**src/rtl/bdq_pkg.sv**
```systemverilog
// Shared types and codes for the bounded deque block.
package bdq_pkg;

  localparam int WORD_W      = 32;
  localparam int MAX_RESULTS = 32;
  localparam int LIST_W      = $clog2(MAX_RESULTS + 1);

  localparam logic [1:0] ST_OK       = 2'd0;
  localparam logic [1:0] ST_EMPTY    = 2'd1;
  localparam logic [1:0] ST_FULL     = 2'd2;
  localparam logic [1:0] ST_NOTFOUND = 2'd3;

  typedef enum logic [3:0] {
    ACT_PUSH_FRONT = 4'd0,
    ACT_PUSH_BACK  = 4'd1,
    ACT_POP_FRONT  = 4'd2,
    ACT_POP_BACK   = 4'd3,
    ACT_DELETE     = 4'd4,
    ACT_CLEAR      = 4'd5,
    ACT_LIST_ALL   = 4'd6,
    ACT_FIRST_N    = 4'd7,
    ACT_LAST_N     = 4'd8
  } action_t;

  typedef enum logic [2:0] {
    S_IDLE,
    S_RESP,
    S_LOUT,
    S_SRCH,
    S_SHIFT
  } state_t;

  typedef struct packed {
    logic [WORD_W-1:0] word;
    logic [1:0]        status;
    logic              last;
  } res_t;

endpackage

```
**src/rtl/bdq_out.sv**
```systemverilog
// Output register stage for result transactions.
module bdq_out (
  input  logic          clk,
  input  logic          rst,
  input  logic          load,
  input  bdq_pkg::res_t res,
  output logic          free,
  output logic          m_tvalid,
  input  logic          m_tready,
  output logic [31:0]   m_tdata,   // word
  output logic [1:0]    m_tuser,   // status
  output logic          m_tlast
);
  import bdq_pkg::*;

  res_t hold;

  assign free = !m_tvalid || m_tready;

  always_ff @(posedge clk) begin
    if (rst) begin
      m_tvalid <= 1'b0;
    end else if (free) begin
      m_tvalid <= load;
    end
  end

  always_ff @(posedge clk) begin
    if (free && load) begin
      hold <= res;
    end
  end

  assign m_tdata = hold.word;
  assign m_tuser = hold.status;
  assign m_tlast = hold.last;

endmodule

```
**src/rtl/bounded_deque_with_value_delete.sv**
```systemverilog
// Bounded deque with value delete: top level, store and sequencer.
// Push, clear, failed ops and ignored codes: one result, loaded into the output register from
// S_RESP once it is free. Pop and listings: the first word is read at accept, then S_LOUT gives
// one result per cycle while the output register is free, set by the single read port of the store.
// Value delete: S_SRCH searches from the front up to the match, then S_SHIFT moves each later entry down.
// Next input is taken once the last result sits in the output register.
// Synchronous reset empties the deque at once; the store itself is not cleared.
module bounded_deque_with_value_delete #(
  parameter int DEPTH = 32
) (
  input  logic        clk,
  input  logic        rst,
  input  logic        s_tvalid,
  output logic        s_tready,
  input  logic [39:0] s_tdata,   // value[31:0], count[37:32], zero pad
  input  logic [3:0]  s_tuser,   // action
  output logic        m_tvalid,
  input  logic        m_tready,
  output logic [31:0] m_tdata,   // word
  output logic [1:0]  m_tuser,   // status
  output logic        m_tlast
);
  import bdq_pkg::*;

  localparam int IW = $clog2(DEPTH);
  localparam int CW = $clog2(DEPTH + 1);
  localparam int NW = (CW > 6) ? CW : 6;

  // circular store
  logic [WORD_W-1:0] mem [DEPTH];
  logic [WORD_W-1:0] rdata;

  state_t state, state_next;
  logic [IW-1:0] front;
  logic [CW-1:0] fill;
  logic [CW-1:0] cur;
  logic [CW-1:0] dst;
  logic          wpend;
  logic [LIST_W-1:0] remain;
  logic [WORD_W-1:0] value_q;
  logic [1:0]        resp_status;
  logic [1:0]        in_status;

  action_t           act;
  logic signed [WORD_W-1:0] in_value;
  logic [5:0]        in_count;
  logic              accept;
  logic              full, empty, match;
  logic [CW-1:0]     n_sel, lst_start;
  logic [LIST_W-1:0] lst_len;
  logic [NW-1:0]     cnt_x, fil_x;

  logic              re, we;
  logic [CW-1:0]     rpos, wpos;
  logic [IW-1:0]     raddr, waddr;
  logic [WORD_W-1:0] wdata;
  logic              res_load, out_free;
  res_t              res;

  function automatic logic [IW-1:0] slot(input logic [IW-1:0] f, input logic [CW-1:0] pos);
    logic [CW:0] sum;
    sum = (CW+1)'(f) + (CW+1)'(pos);
    if (sum >= (CW+1)'(DEPTH)) begin
      sum = sum - (CW+1)'(DEPTH);
    end
    return IW'(sum);
  endfunction

  assign act      = action_t'(s_tuser);
  assign in_value = s_tdata[31:0];
  assign in_count = s_tdata[37:32];
  assign s_tready = (state == S_IDLE);
  assign accept   = s_tvalid && s_tready;
  assign full     = (fill == CW'(DEPTH));
  assign empty    = (fill == '0);
  assign match    = (rdata == value_q);

  // listing window
  always_comb begin
    cnt_x = NW'(in_count);
    fil_x = NW'(fill);
    if (act == ACT_LIST_ALL) begin
      n_sel = fill;
    end else begin
      n_sel = (cnt_x < fil_x) ? CW'(cnt_x) : fill;
    end
    lst_start = (act == ACT_LAST_N) ? fill - n_sel : '0;
    if (int'(n_sel) > MAX_RESULTS) begin
      lst_len = LIST_W'(MAX_RESULTS);
    end else begin
      lst_len = LIST_W'(n_sel);
    end
  end

  // status of the single result, set at accept; a delete sets it again when its search or shift ends
  always_comb begin
    case (act) inside
      ACT_PUSH_FRONT, ACT_PUSH_BACK: in_status = full ? ST_FULL : ST_OK;
      ACT_POP_FRONT, ACT_POP_BACK, ACT_DELETE, ACT_LIST_ALL, ACT_FIRST_N, ACT_LAST_N:
        in_status = empty ? ST_EMPTY : ST_OK;
      default: in_status = ST_OK;
    endcase
  end

  assign raddr = slot(front, rpos);
  assign waddr = slot(front, wpos);

  always_ff @(posedge clk) begin
    if (we) begin
      mem[waddr] <= wdata;
    end
    if (re) begin
      rdata <= mem[raddr];
    end
  end

  // next state
  always_comb begin
    state_next = state;
    unique case (state)
      S_IDLE: begin
        if (accept) begin
          case (act) inside
            ACT_POP_FRONT, ACT_POP_BACK: state_next = empty ? S_RESP : S_LOUT;
            ACT_DELETE:                  state_next = empty ? S_RESP : S_SRCH;
            ACT_LIST_ALL, ACT_FIRST_N, ACT_LAST_N:
              state_next = (lst_len == '0) ? S_RESP : S_LOUT;
            default:                     state_next = S_RESP;
          endcase
        end
      end
      S_RESP: if (out_free) state_next = S_IDLE;
      S_LOUT: if (out_free && remain == LIST_W'(1)) state_next = S_IDLE;
      S_SRCH: begin
        if (match) begin
          state_next = S_SHIFT;
        end else if (cur == fill) begin
          state_next = S_RESP;
        end
      end
      S_SHIFT: if (cur == fill && !wpend) state_next = S_RESP;
      default: state_next = S_IDLE;
    endcase
  end

  // store port and result controls
  always_comb begin
    re       = 1'b0;
    we       = 1'b0;
    rpos     = cur;
    wpos     = dst;
    wdata    = rdata;
    res_load = 1'b0;
    res      = '{word: '0, status: ST_OK, last: 1'b1};
    unique case (state)
      S_IDLE: begin
        if (s_tvalid) begin
          case (act) inside
            ACT_PUSH_FRONT: begin
              we    = !full;
              wpos  = CW'(DEPTH - 1);
              wdata = in_value;
            end
            ACT_PUSH_BACK: begin
              we    = !full;
              wpos  = fill;
              wdata = in_value;
            end
            ACT_POP_FRONT, ACT_DELETE: begin
              re   = !empty;
              rpos = '0;
            end
            ACT_POP_BACK: begin
              re   = !empty;
              rpos = fill - CW'(1);
            end
            ACT_LIST_ALL, ACT_FIRST_N, ACT_LAST_N: begin
              re   = (lst_len != '0);
              rpos = lst_start;
            end
            default: ;
          endcase
        end
      end
      S_RESP: begin
        res_load   = out_free;
        res.status = resp_status;
      end
      S_LOUT: begin
        res_load = out_free;
        res.word = rdata;
        res.last = (remain == LIST_W'(1));
        re       = out_free && (remain != LIST_W'(1));
      end
      S_SRCH:  re = !match && (cur != fill);
      S_SHIFT: begin
        re = (cur != fill);
        we = wpend;
      end
      default: ;
    endcase
  end

  always_ff @(posedge clk) begin
    if (rst) begin
      state <= S_IDLE;
      front <= '0;
      fill  <= '0;
      wpend <= 1'b0;
    end else begin
      state <= state_next;
      unique case (state)
        S_IDLE: begin
          if (accept) begin
            value_q     <= in_value;
            resp_status <= in_status;
            case (act) inside
              ACT_PUSH_FRONT, ACT_PUSH_BACK: begin
                if (!full) begin
                  fill <= fill + CW'(1);
                  if (act == ACT_PUSH_FRONT) front <= waddr;
                end
              end
              ACT_POP_FRONT, ACT_POP_BACK: begin
                remain <= LIST_W'(1);
                if (!empty) begin
                  fill <= fill - CW'(1);
                  if (act == ACT_POP_FRONT) begin
                    front <= (front == IW'(DEPTH - 1)) ? '0 : front + IW'(1);
                  end
                end
              end
              ACT_DELETE: begin
                cur <= CW'(1);
              end
              ACT_CLEAR: begin
                fill  <= '0;
                front <= '0;
              end
              ACT_LIST_ALL, ACT_FIRST_N, ACT_LAST_N: begin
                remain <= lst_len;
                cur    <= lst_start + CW'(1);
              end
              default: ;
            endcase
          end
        end
        S_RESP: ;
        S_LOUT: begin
          if (out_free) begin
            remain <= remain - LIST_W'(1);
            cur    <= cur + CW'(1);
          end
        end
        S_SRCH: begin
          wpend <= 1'b0;
          if (!match) begin
            if (cur == fill) begin
              resp_status <= ST_NOTFOUND;
            end else begin
              cur <= cur + CW'(1);
            end
          end
        end
        S_SHIFT: begin
          // entry at cur moves down to cur-1 in the cycle after its read
          wpend <= re;
          if (re) begin
            dst <= cur - CW'(1);
            cur <= cur + CW'(1);
          end
          if (cur == fill && !wpend) begin
            fill        <= fill - CW'(1);
            resp_status <= ST_OK;
          end
        end
        default: ;
      endcase
    end
  end

  bdq_out u_out (
    .clk      (clk),
    .rst      (rst),
    .load     (res_load),
    .res      (res),
    .free     (out_free),
    .m_tvalid (m_tvalid),
    .m_tready (m_tready),
    .m_tdata  (m_tdata),
    .m_tuser  (m_tuser),
    .m_tlast  (m_tlast)
  );

  a_fill_bound: assert property (@(posedge clk) disable iff (rst)
    fill <= CW'(DEPTH))
    else $error("fill count above depth");

  a_shift_ports: assert property (@(posedge clk) disable iff (rst)
    (we && re) |-> (waddr != raddr))
    else $error("read and write hit the same entry");

  a_srch_nonempty: assert property (@(posedge clk) disable iff (rst)
    (state == S_SRCH || state == S_SHIFT) |-> (fill != '0))
    else $error("delete running on an empty deque");

  a_list_remain: assert property (@(posedge clk) disable iff (rst)
    (state == S_LOUT) |-> (remain != '0))
    else $error("listing with nothing left to emit");

endmodule

```
**config.mk**
```make
export PLATFORM = sky130hd
export DESIGN_NAME = bounded_deque_with_value_delete
export DESIGN_NICKNAME = d
export VERILOG_FILES = /design/src/rtl/bdq_pkg.sv /design/src/rtl/bdq_out.sv /design/src/rtl/bounded_deque_with_value_delete.sv
export SDC_FILE = /design/constraint.sdc
export NUM_CORES = 1
export LEC_CHECK = 0
export ABC_CLOCK_PERIOD_IN_PS = 5600
export BUFFER_PORTS_ARGS = -buffer_cell sky130_fd_sc_hd__buf_4
export CORE_UTILIZATION = 30
export CTS_CLUSTER_DIAMETER = 80
export DETAILED_ROUTE_END_ITERATION = 7
export SYNTH_ARGS = -nofsm -noshare
export SYNTH_HDL_FRONTEND = slang
export SYNTH_SLANG_ARGS = --single-unit
```
**constraint.sdc**
```tcl
create_clock -name clk -period 5.6 [get_ports clk]
set_clock_uncertainty 0.15 [all_clocks]
set_input_delay 0.84 -clock clk [delete_from_list [all_inputs] [get_ports clk]]
set_output_delay 0.84 -clock clk [all_outputs]
set_load 0.02 [all_outputs]
```
**Yosys cells after proc, flatten, opt, wreduce, memory -nomap -nowiden**

Memory sizes are Yosys's and may differ from the RTL's. A register that Yosys moved wholly into a read port is not among the register bits.
Index checks and enable logic that the tools add are counted.

- Memories kept: 1
- Flip-flop bits (word level): 103
- Bits in latches: 0
- Logic and storage cells: 208
- Input port bits: 48
- ROM bits: 0
- Bits in writable memories: 1,024

Memory list:

| name | depth | width | read ports | clocked after memory_dff | wr ports | RTL line | RTL |
|---|---|---|---|---|---|---|---|
| mem | 32 | 32 | 1 | 1 | 1 | bounded_deque_with_value_delete.sv:30 | `logic [WORD_W-1:0] mem [DEPTH];` |

- Reductions and logical operators: 37
- Shifts and indexed selects: 0
- Multiply operators: 0
- Divide/modulo/power cells: 0
- Muxes and demuxes: 95
- Eq/ne operators: 45
- Bitwise gates (word level): 1
- $add $sub $neg: 12
- Magnitude comparators: 4

Operators by type and width:

| cell | number |
|---|---|
| $mux W6 | 40 |
| $mux W32 | 4 |
| $mux W5 | 11 |
| $eq A32 B32 Y1 | 1 |
| $mux W3 | 8 |
| $ne A2 B2 Y1 const B | 12 |
| $pmux W6 S2 | 2 |
| $pmux W6 S4 | 1 |
| $mux W2 | 10 |
| $add A6 B1 Y6 const B | 3 |
| $sub A6 B1 Y6 const B | 3 |
| $eq A4 B3 Y1 const B | 4 |
| $reduce_and A8 Y1 | 2 |
| $pmux W3 S5 | 1 |
| $add A5 B6 Y7 | 2 |
| $ge A7 B6 Y1 const B | 2 |
| $mux W1 | 14 |
| $logic_not A6 Y1 | 2 |
| $ne A3 B2 Y1 const B | 4 |
| $reduce_and A11 Y1 | 1 |
| $sub A5 B1 Y5 const B | 2 |
| $ne A3 B1 Y1 const B | 3 |
| $ne A3 B3 Y1 const B | 3 |
| $eq A4 B2 Y1 const B | 2 |
| 39 further kinds | 57 |

**Longest topological paths before layout**

Gate-level depths: netlist of run 1.

- Depth in word-level cells: 15
- Depth in mapped cells: 21

**Hierarchy**

Synthesis of run 1 repeated with hierarchy kept, for this count alone.

- Cell total of the unflattened synthesis: 2,567
- Area total of the unflattened synthesis: 47,662.0 um^2

By module, submodules not included:

| module | instances | area an instance (um^2) | sequential area each (um^2) | cells each |
|---|---|---|---|---|
| bounded_deque_with_value_delete | 1 | 46,555.9 | 33,542.2 | 2,527 |
| bdq_out | 1 | 1,106.1 | 1,071.0 | 40 |

**Worst setup path after synthesis of run 1**

No wires, ideal clock.

- Kind: input to register
- Start: input port s_tdata[37]
- End: register rdata[16] (read register of mem) (data pin)
- Setup slack: -69 ps
- Required time: 5,188 ps
- Stages on the path: 14
- Arrival time: 5,257 ps
- Cell sequence: ha_1 nand4_1 o21ai_2 mux2_2 ha_1 fa_1 o22ai_1 a22oi_1 fa_1 buf_1 clkbuf_1 mux4_2 mux4_2 mux2_1

- Longest elaborated chain between the ends: 15

Ends and longest elaborated chain:

| item | RTL line | RTL |
|---|---|---|
| start, declared | bounded_deque_with_value_delete.sv:15 | `input logic [39:0] s_tdata,` |
| $lt A6 B6 Y1 | bounded_deque_with_value_delete.sv:85 | `n_sel = (cnt_x < fil_x) ? CW'(cnt_x) : fill;` |
| $mux W6 (*) | bounded_deque_with_value_delete.sv:85 |  |
| $mux W6 (*) | bounded_deque_with_value_delete.sv:82 | `if (act == ACT_LIST_ALL) begin` |
| $sub A6 B6 Y6 | bounded_deque_with_value_delete.sv:87 | `lst_start = (act == ACT_LAST_N) ? fill - n_sel : '0;` |
| $mux W6 | bounded_deque_with_value_delete.sv:87 |  |
| $mux W6 (5 in a row) | bounded_deque_with_value_delete.sv:158 | `case (act) inside` |
| $mux W6 | bounded_deque_with_value_delete.sv:157 | `if (s_tvalid) begin` |
| $mux W6 | bounded_deque_with_value_delete.sv:155 | `unique case (state)` |
| $add A5 B6 Y7 | bounded_deque_with_value_delete.sv:62 | `sum = (CW+1)'(f) + (CW+1)'(pos);` |
| $ge A7 B6 Y1 / $sub A5 B1 Y5 (equally long branches) | bounded_deque_with_value_delete.sv:63, bounded_deque_with_value_delete.sv:64 |  |
| $mux W5 | bounded_deque_with_value_delete.sv:63 | `if (sum >= (CW+1)'(DEPTH)) begin` |
| end, declared | bounded_deque_with_value_delete.sv:31 | `logic [WORD_W-1:0] rdata;` |

Every way passes the cells marked *; elsewhere a longest branch is shown, timed or not.
A chain may end at the register's enable or synchronous reset.

**Worst setup path in the final report of run 1**

- Start: register fill[3] (netlist: fil_x[3])
- End: register rdata[30] (read register of mem) (data pin)

- Longest elaborated chain between the ends: 15

Ends and longest elaborated chain:

| item | RTL line | RTL |
|---|---|---|
| start, declared | bounded_deque_with_value_delete.sv:35 | `logic [CW-1:0] fill;` |
| start signal, assigned | bounded_deque_with_value_delete.sv:220 | `fill <= fill + CW'(1);` |
| start signal, assigned | bounded_deque_with_value_delete.sv:227 | `fill <= fill - CW'(1);` |
| start signal, assigned | bounded_deque_with_value_delete.sv:273 | `fill <= fill - CW'(1);` |
| $lt A6 B6 Y1 | bounded_deque_with_value_delete.sv:85 |  |
| $mux W6 | bounded_deque_with_value_delete.sv:85 |  |
| $mux W6 | bounded_deque_with_value_delete.sv:82 |  |
| $sub A6 B6 Y6 | bounded_deque_with_value_delete.sv:87 |  |
| $mux W6 | bounded_deque_with_value_delete.sv:87 |  |
| $mux W6 (5 in a row) | bounded_deque_with_value_delete.sv:158 |  |
| $mux W6 | bounded_deque_with_value_delete.sv:157 |  |
| $mux W6 | bounded_deque_with_value_delete.sv:155 |  |
| $add A5 B6 Y7 | bounded_deque_with_value_delete.sv:62 |  |
| $ge A7 B6 Y1 / $sub A5 B1 Y5 (equally long branches) | bounded_deque_with_value_delete.sv:63, bounded_deque_with_value_delete.sv:64 |  |
| $mux W5 | bounded_deque_with_value_delete.sv:63 |  |

Several ways; a longest one is shown, not always the timed one.

==> results.cfg, run 1 <==
[clocking]
cts_max_path_buffers = 3
cts_root_buffer = sky130_fd_sc_hd__clkbuf_16
ctsHoldBuffers = 0
worstSkewPairLatency_ns = 0.74
numCtsBuffers = 108
tritoncts = built
cts_max_level = 3
clk_transition_reported_paths_ns = 0.06
cts.sink_count = 1158

[detailed_routing]
drt_pass1_iterations = 5
routed_met1_length_um = 50900
wl_met3_um = 11600
avgViaCountPerCell = 5.09
route.vias.total = 23400
post_drt_wl_per_cell_um = 26.5
topRoutingLayerUsed = met5
first_iter_violations = 3012
antenna_violating_nets_post_route = 0
number_of_remaining_drc_errors = 0
final_routed_wirelength_across_all_metal_layers_um = 122000
routed-wl-met2_um = 57000

[pwr]
clock_power_share_pct = 38.1
share_comb_of_total_power_pct = 11.7
irDropWorstVdd_mv = 0.249
power_switching_share_pct = 23.0
power_per_cell_area_nw_per_um2 = 351
power.sequential.fraction_pct = 50.2
total_leakage_power_nw = 17.8
internal_power_mw = 15.0
power_switching_mw = 4.47

[timing]
final_setup_vio_count = 0
whs_ns = 0.136
layout_setup_ws_ns = 0.193
finalHoldViolCount = 0
final_critical_path_share_of_the_clock_period_pct = 96.6
worst_slew_pin_slew_ns = 1.25
maxSlewHeadroom_pct = 16.4
slew_viol_final = 0
rsz0062_at_grt = no
timing.final.crit_period_ns = 5.41
fin_setup_tns_ns = 0
max_fclk_ghz = 0.185

[global_routing]
global_routing_usage_summed_across_all_routing_layers_pct = 15.5
overflow = 0
number_of_antenna_violations_at_the_first_check_in_global_routing = 14
grt_pass1_vias = 23100
grt_first_pass_wirelength_um = 173000
grt_start_max_net_pins = 54

[die]
num_rows = 144
die_height_um = 396
design.portCount = 85
floorplan.die_area_um2 = 157000
core_region_area_um2 = 154000
initial_utilization_pct = 30.2
die_x_um = 396

[synth]
synthMuxAreaShare_pct = 17.4
combinational_family_with_the_most_area_after_synthesis = multiplexers
synth_common_cells = sky130_fd_sc_hd__edfxtp_1, sky130_fd_sc_hd__mux4_2, sky130_fd_sc_hd__nor2_1, sky130_fd_sc_hd__clkbuf_1, sky130_fd_sc_hd__mux2_2
synth_nets = 2243
synth_cell_types = 77
synth.largest_area_cell = sky130_fd_sc_hd__edfxtp_1
synth.area.top_cells = sky130_fd_sc_hd__edfxtp_1, sky130_fd_sc_hd__mux4_2, sky130_fd_sc_hd__mux2_2, sky130_fd_sc_hd__xor2_1, sky130_fd_sc_hd__ha_1
post_synth_fa_ha_maj_area_fraction_pct = 0.903
post_synth_simple_gate_area_pct = 2.81
syn_inst = 2164
fraction_of_synthesis_flops_using_an_asynchronous_set_or_reset_pin_pct = 0
synthXorXnorAreaFrac_pct = 1.38
synth_compound_area_share_pct = 1.83
synthesis.area_um2 = 46600
yosys_warnings = 0
fraction_of_post_synthesis_cell_area_in_the_top_cell_type_by_area_pct = 73.7
postSynthAreaPerCell_um2 = 21.5
seq_area_frac_synth_pct = 74.3
ys_ff_latch = 1158
most_frequently_used_cell_type_in_the_post_synthesis_netlist = sky130_fd_sc_hd__edfxtp_1
synth-edff-count = 1142
synth-main-ff-cell = sky130_fd_sc_hd__edfxtp_1

[placement]
detailedPlacementHpwl_um = 72900
port-buffer-count = 82
dp.cells = 4387
dpl-instance-area_um2 = 51800
gp_congestion = 0.833
post-place-ws_ns = -0.453

[setup_path]
worst_ep_required_time_ns = 5.88
highest_net_fanout_along_the_worst_path = 17
worstSetupStartpointType = flop
critPathMaxStageDelay_ns = 0.93
cp-end-kind = flop
slowest_stage = sky130_fd_sc_hd__fa_4
worstPathCellList = inv_1 -> ha_1 -> a21oi_1 -> o221a_2 -> o21ai_2 -> mux2_2 -> ha_1 -> fa_2 -> o22ai_2 -> a22oi_2 -> fa_4 -> buf_12 -> buf_12 -> mux4_2 -> mux4_2 -> mux2_2
criticalPathCategory = flop to flop
worst_ep_arrival_time_ns = 5.69

[job]
max_cap_viol_count = 0

[run_status]
status = finished clean

[layout]
layout.nets = 2534
area_growth_syn_to_layout_pct = 19.0
finish.cell_count_without_fillers = 4593
drive_above_1_share_pct = 35.1
post-route-cell-area_um2 = 55400

[min_path]
worstHoldPathType = input pin to flop
layout make-up:
| type | instances | area [um^2] |
|---|---|---|
| multi-input combinational | 873 | 11600 |
| inverter | 26 | 97.6 |
| clock buffer | 135 | 2840 |
| clock inverter | 67 | 742 |
| antenna | 2 | 5.00 |
| sequential | 1158 | 34600 |
| fill | 14000 | 98700 |
| tap | 2044 | 2560 |
| timing repair buffer | 288 | 2900 |
routing by layer:
layer  GRT usage (%)  vias up
met2            24.2     1048
li1                -     9687
met1            21.7    12500
met5               0        -
met4            3.50        4
met3            3.76      140
timing repair:
item                                   in CTS  in global routing
setup endpoints to repair                   0                 24
buffers inserted                            0                  1
endpoints found under the hold margin       0                  0
gates resized for setup                     0                  4
metrics by stage:
step	utilization, %	total power [mW]
after floorplan	-	11.3
after global placement	33.6	12.2
after detailed placement	33.6	12.2
after CTS	35.9	19.6
after global routing	36.0	20.0
final	36.0	19.4
logic make-up after synthesis:
group / after synthesis
flip-flops: 1158
multiplexers: 395
AND/OR/NAND/NOR: 251
buffers and inverters: 133
AO/OA/AOI/OAI: 126
XOR/XNOR: 69
adder cells (fa/ha/maj): 32
cells in the final DEF, fill, tap and decap left out, types with 11 or more instances in the layout:
| master | instances |
|---|---|
| sky130_fd_sc_hd__a21oi_1 | 36 |
| sky130_fd_sc_hd__and3_1 | 35 |
| sky130_fd_sc_hd__buf_12 | 57 |
| sky130_fd_sc_hd__buf_4 | 229 |
| sky130_fd_sc_hd__bufinv_16 | 11 |
| sky130_fd_sc_hd__clkbuf_1 | 25 |
| sky130_fd_sc_hd__clkbuf_16 | 110 |
| sky130_fd_sc_hd__clkinv_1 | 17 |
| sky130_fd_sc_hd__clkinv_2 | 21 |
| sky130_fd_sc_hd__dfxtp_1 | 15 |
| sky130_fd_sc_hd__edfxtp_1 | 1142 |
| sky130_fd_sc_hd__ha_1 | 27 |
| sky130_fd_sc_hd__inv_1 | 26 |
| sky130_fd_sc_hd__mux2_2 | 54 |
| sky130_fd_sc_hd__mux4_2 | 320 |
| sky130_fd_sc_hd__nand2_1 | 41 |
| sky130_fd_sc_hd__nand2b_1 | 11 |
| sky130_fd_sc_hd__nand3_1 | 16 |
| sky130_fd_sc_hd__nor2_1 | 44 |
| sky130_fd_sc_hd__nor2_4 | 35 |
| sky130_fd_sc_hd__o21ai_0 | 21 |
| sky130_fd_sc_hd__o22ai_1 | 15 |
| sky130_fd_sc_hd__xnor2_1 | 12 |
| sky130_fd_sc_hd__xor2_1 | 53 |
path summary, 6_finish.rpt:
| check | start | end | slack [ns] | cells past startpoint |
|---|---|---|---|---|
| hold reg to reg | wpend | wpend | 0.40 | 2 |
| hold / removal | s_tdata[7] | value_q[7] | 0.14 | 1 |
| setup reg to reg | fil_x[3] | rdata[30] | 0.19 | 16 |
| setup / recovery | fil_x[3] | rdata[30] | 0.19 | 16 |
power groups by stage:
stage                     combinational (mW)  sequential (mW)  clock (mW)
after global placement                  2.26             9.94           0
after detailed placement                2.27             9.94           0
final                                   2.26             9.75        7.41
after global routing                    2.41             9.75        7.86
after floorplan                         1.40             9.94           0
after CTS                               2.27             9.75        7.54
flip-flops by register name, summed over array words and instances (netlist names):
signal / cells
state: 3
value_q: 32
u_out.m_tdata: 32
fil_x: 6
u_out.m_tuser: 2
resp_status: 2
u_out.m_tvalid: 1
rdata: 32
u_out.m_tlast: 1
cur: 6
mem: 1024
dst: 5
remain: 6
front: 5
wpend: 1
critical path: cells and delay by family (launching register included):
kind / cells / cell delay [ns]
AO/OA/AOI/OAI: 5 / 0.70
adder cells (fa/ha/maj): 4 / 1.98
buffers and inverters: 3 / 0.50
flip-flops: 1 / 0.32
multiplexers: 4 / 1.47
No activity file was read; power rests on OpenSTA's default activity.
==> inputs of run 2 (changes only) <==
PLACE_DENSITY_LB_ADDON = 0.2   (was unset)
==> run 2 against run 1 <==
  * Power rose by 5.9%
  * Final cell count rose by 1.4%
  * Combinational power rose by 3%
  * Sequential share of layout area fell by 1.1 points
  * First-iteration DRC count fell by 11%
  * Core utilization rose by 0.66 points
  * Non-clock buffer count rose by 23
  * Register-to-register slack got worse by 0.03 ns
  * Global-route usage rose by 1.6 points
  * Via count rose by 1.9%
  * Largest cell class unchanged
==> results.cfg, run 2 (synthesized netlist as in run 1, its figures left out) <==
[clocking]
worstSkewPairLatency_ns = 0.78
numCtsBuffers = 132
cts.sink_count = 1158
cts_max_path_buffers = 3
clk_transition_reported_paths_ns = 0.06
cts_root_buffer = sky130_fd_sc_hd__clkbuf_16
tritoncts = built
cts_max_level = 4
ctsHoldBuffers = 0

[pwr]
share_comb_of_total_power_pct = 11.3
clock_power_share_pct = 41.3
power.sequential.fraction_pct = 47.4
power_per_cell_area_nw_per_um2 = 365
power_switching_share_pct = 23.7
total_leakage_power_nw = 18.3
power_switching_mw = 4.87
internal_power_mw = 15.7
irDropWorstVdd_mv = 0.269

[timing]
layout_setup_ws_ns = 0.158
max_fclk_ghz = 0.184
slew_viol_final = 0
final_setup_vio_count = 0
whs_ns = 0.103
worst_slew_pin_slew_ns = 1.21
final_critical_path_share_of_the_clock_period_pct = 97.2
rsz0062_at_grt = no
timing.final.crit_period_ns = 5.44
maxSlewHeadroom_pct = 19.3
fin_setup_tns_ns = 0
finalHoldViolCount = 0

[detailed_routing]
route.vias.total = 23800
number_of_remaining_drc_errors = 0
drt_pass1_iterations = 5
antenna_violating_nets_post_route = 0
first_iter_violations = 2670
final_routed_wirelength_across_all_metal_layers_um = 134000
post_drt_wl_per_cell_um = 28.7
avgViaCountPerCell = 5.11

[global_routing]
number_of_antenna_violations_at_the_first_check_in_global_routing = 5
grt_pass1_vias = 24700
overflow = 0
global_routing_usage_summed_across_all_routing_layers_pct = 17.1
grt_start_max_net_pins = 53
grt_first_pass_wirelength_um = 188000

[setup_path]
critPathBufInv = 3
cp-end-kind = flop
worst_ep_arrival_time_ns = 5.76
highest_net_fanout_along_the_worst_path = 17
worstSetupStartpointType = flop
critPathMaxStageDelay_ns = 0.98
cpLargestDelayFamily = adder cells
criticalPathCategory = flop to flop
slowest_stage = sky130_fd_sc_hd__fa_4
worst_ep_required_time_ns = 5.91
worstPathCellList = inv_1 -> ha_1 -> nand2_1 -> o221a_2 -> o21ai_2 -> mux2_2 -> ha_1 -> fa_2 -> o22ai_2 -> a22oi_2 -> fa_4 -> buf_12 -> buf_12 -> mux4_2 -> mux4_2 -> mux2_4

[layout]
final_common_cell = sky130_fd_sc_hd__edfxtp_1
multiInputGateArea_um2 = 11700
ff_latch_area_um2 = 34600
drive_above_1_share_pct = 36.2
num-fill-cells = 14000
most_frequent_cells_in_the_layout = sky130_fd_sc_hd__edfxtp_1, sky130_fd_sc_hd__mux4_2, sky130_fd_sc_hd__buf_4, sky130_fd_sc_hd__clkbuf_16, sky130_fd_sc_hd__buf_12
largest_register_ffs = 1024
layout.nets = 2581
fin_util_pct = 36.6
area_growth_syn_to_layout_pct = 21.2
max_flop_register = mem
post-route-cell-area_um2 = 56400

[run_status]
status = finished clean

[placement]
post-place-ws_ns = -0.484
gp_congestion = 0.850
detailedPlacementHpwl_um = 78800
port-buffer-count = 82
dpl-instance-area_um2 = 52000

[die]
floorplan.die_area_um2 = 157000
core_region_area_um2 = 154000
num_rows = 144
design.portCount = 85
die_x_um = 396
initial_utilization_pct = 30.2
die_height_um = 396

[job]
max_cap_viol_count = 0

[min_path]
worstHoldPathType = input pin to flop
run 2: worst reg2reg max path: cells and delay by family, from the launching register on:
family / cells / cell delay, ns
adder cells (fa/ha/maj): 4 / 2.01
AND/OR/NAND/NOR: 1 / 0.07
buffers and inverters: 3 / 0.48
AO/OA/AOI/OAI: 4 / 0.66
flip-flops: 1 / 0.33
multiplexers: 4 / 1.47
run 2: metrics by stage:
stage / cells / power [mW]
global route: 4655 / 21.2
global placement: 4406 / 12.2
floorplan: 2164 / 11.3
finish: 4656 / 20.6
CTS: 4649 / 20.8
detailed placement: 4406 / 12.3
run 2: power by group through the flow:
stage	sequential [mW]	clock [mW]	combinational, mW
3_5_place_dp	9.93	0	2.32
3_3_place_gp	9.93	0	2.29
5_1_grt	9.76	8.99	2.50
4_1_cts	9.75	8.69	2.34
6_report	9.75	8.49	2.33
2_1_floorplan	9.94	0	1.40
run 2: path summary, 6_finish.rpt:
check | start | to | slack (ns) | cells after the start
setup / recovery | fil_x[5] | rdata[1] | 0.16 | 16
hold / removal | s_tdata[6] | value_q[6] | 0.10 | 1
setup reg to reg | fil_x[5] | rdata[1] | 0.16 | 16
hold reg to reg | u_out.m_tvalid | u_out.m_tvalid | 0.41 | 2
run 2: final cells by class:
cell class	instances	area share, %
diodes	1	0.00444
clock buffers	162	6.15
clock inverters	81	1.47
inverters	26	0.173
multi-input cells	873	20.7
flip-flops and latches	1158	61.4
well taps	2044	4.53
repair buffers	311	5.65
run 2: what timing repair did:
item	4_1_cts	5_1_grt
resized for setup	0	6
endpoints found under the setup margin	0	11
setup buffers	0	4
run 2: per-layer routing:
layer  GRT usage, %  routed length (um)  share of wire [%]  vias up
met5              0                   0                  0        -
met2           26.5               62400                 47      879
li1               -                   -                  -     9792
met1           24.4               60200                 45    13000
met3           3.65                8800                6.6      178
met4           4.29                2450                1.8        0
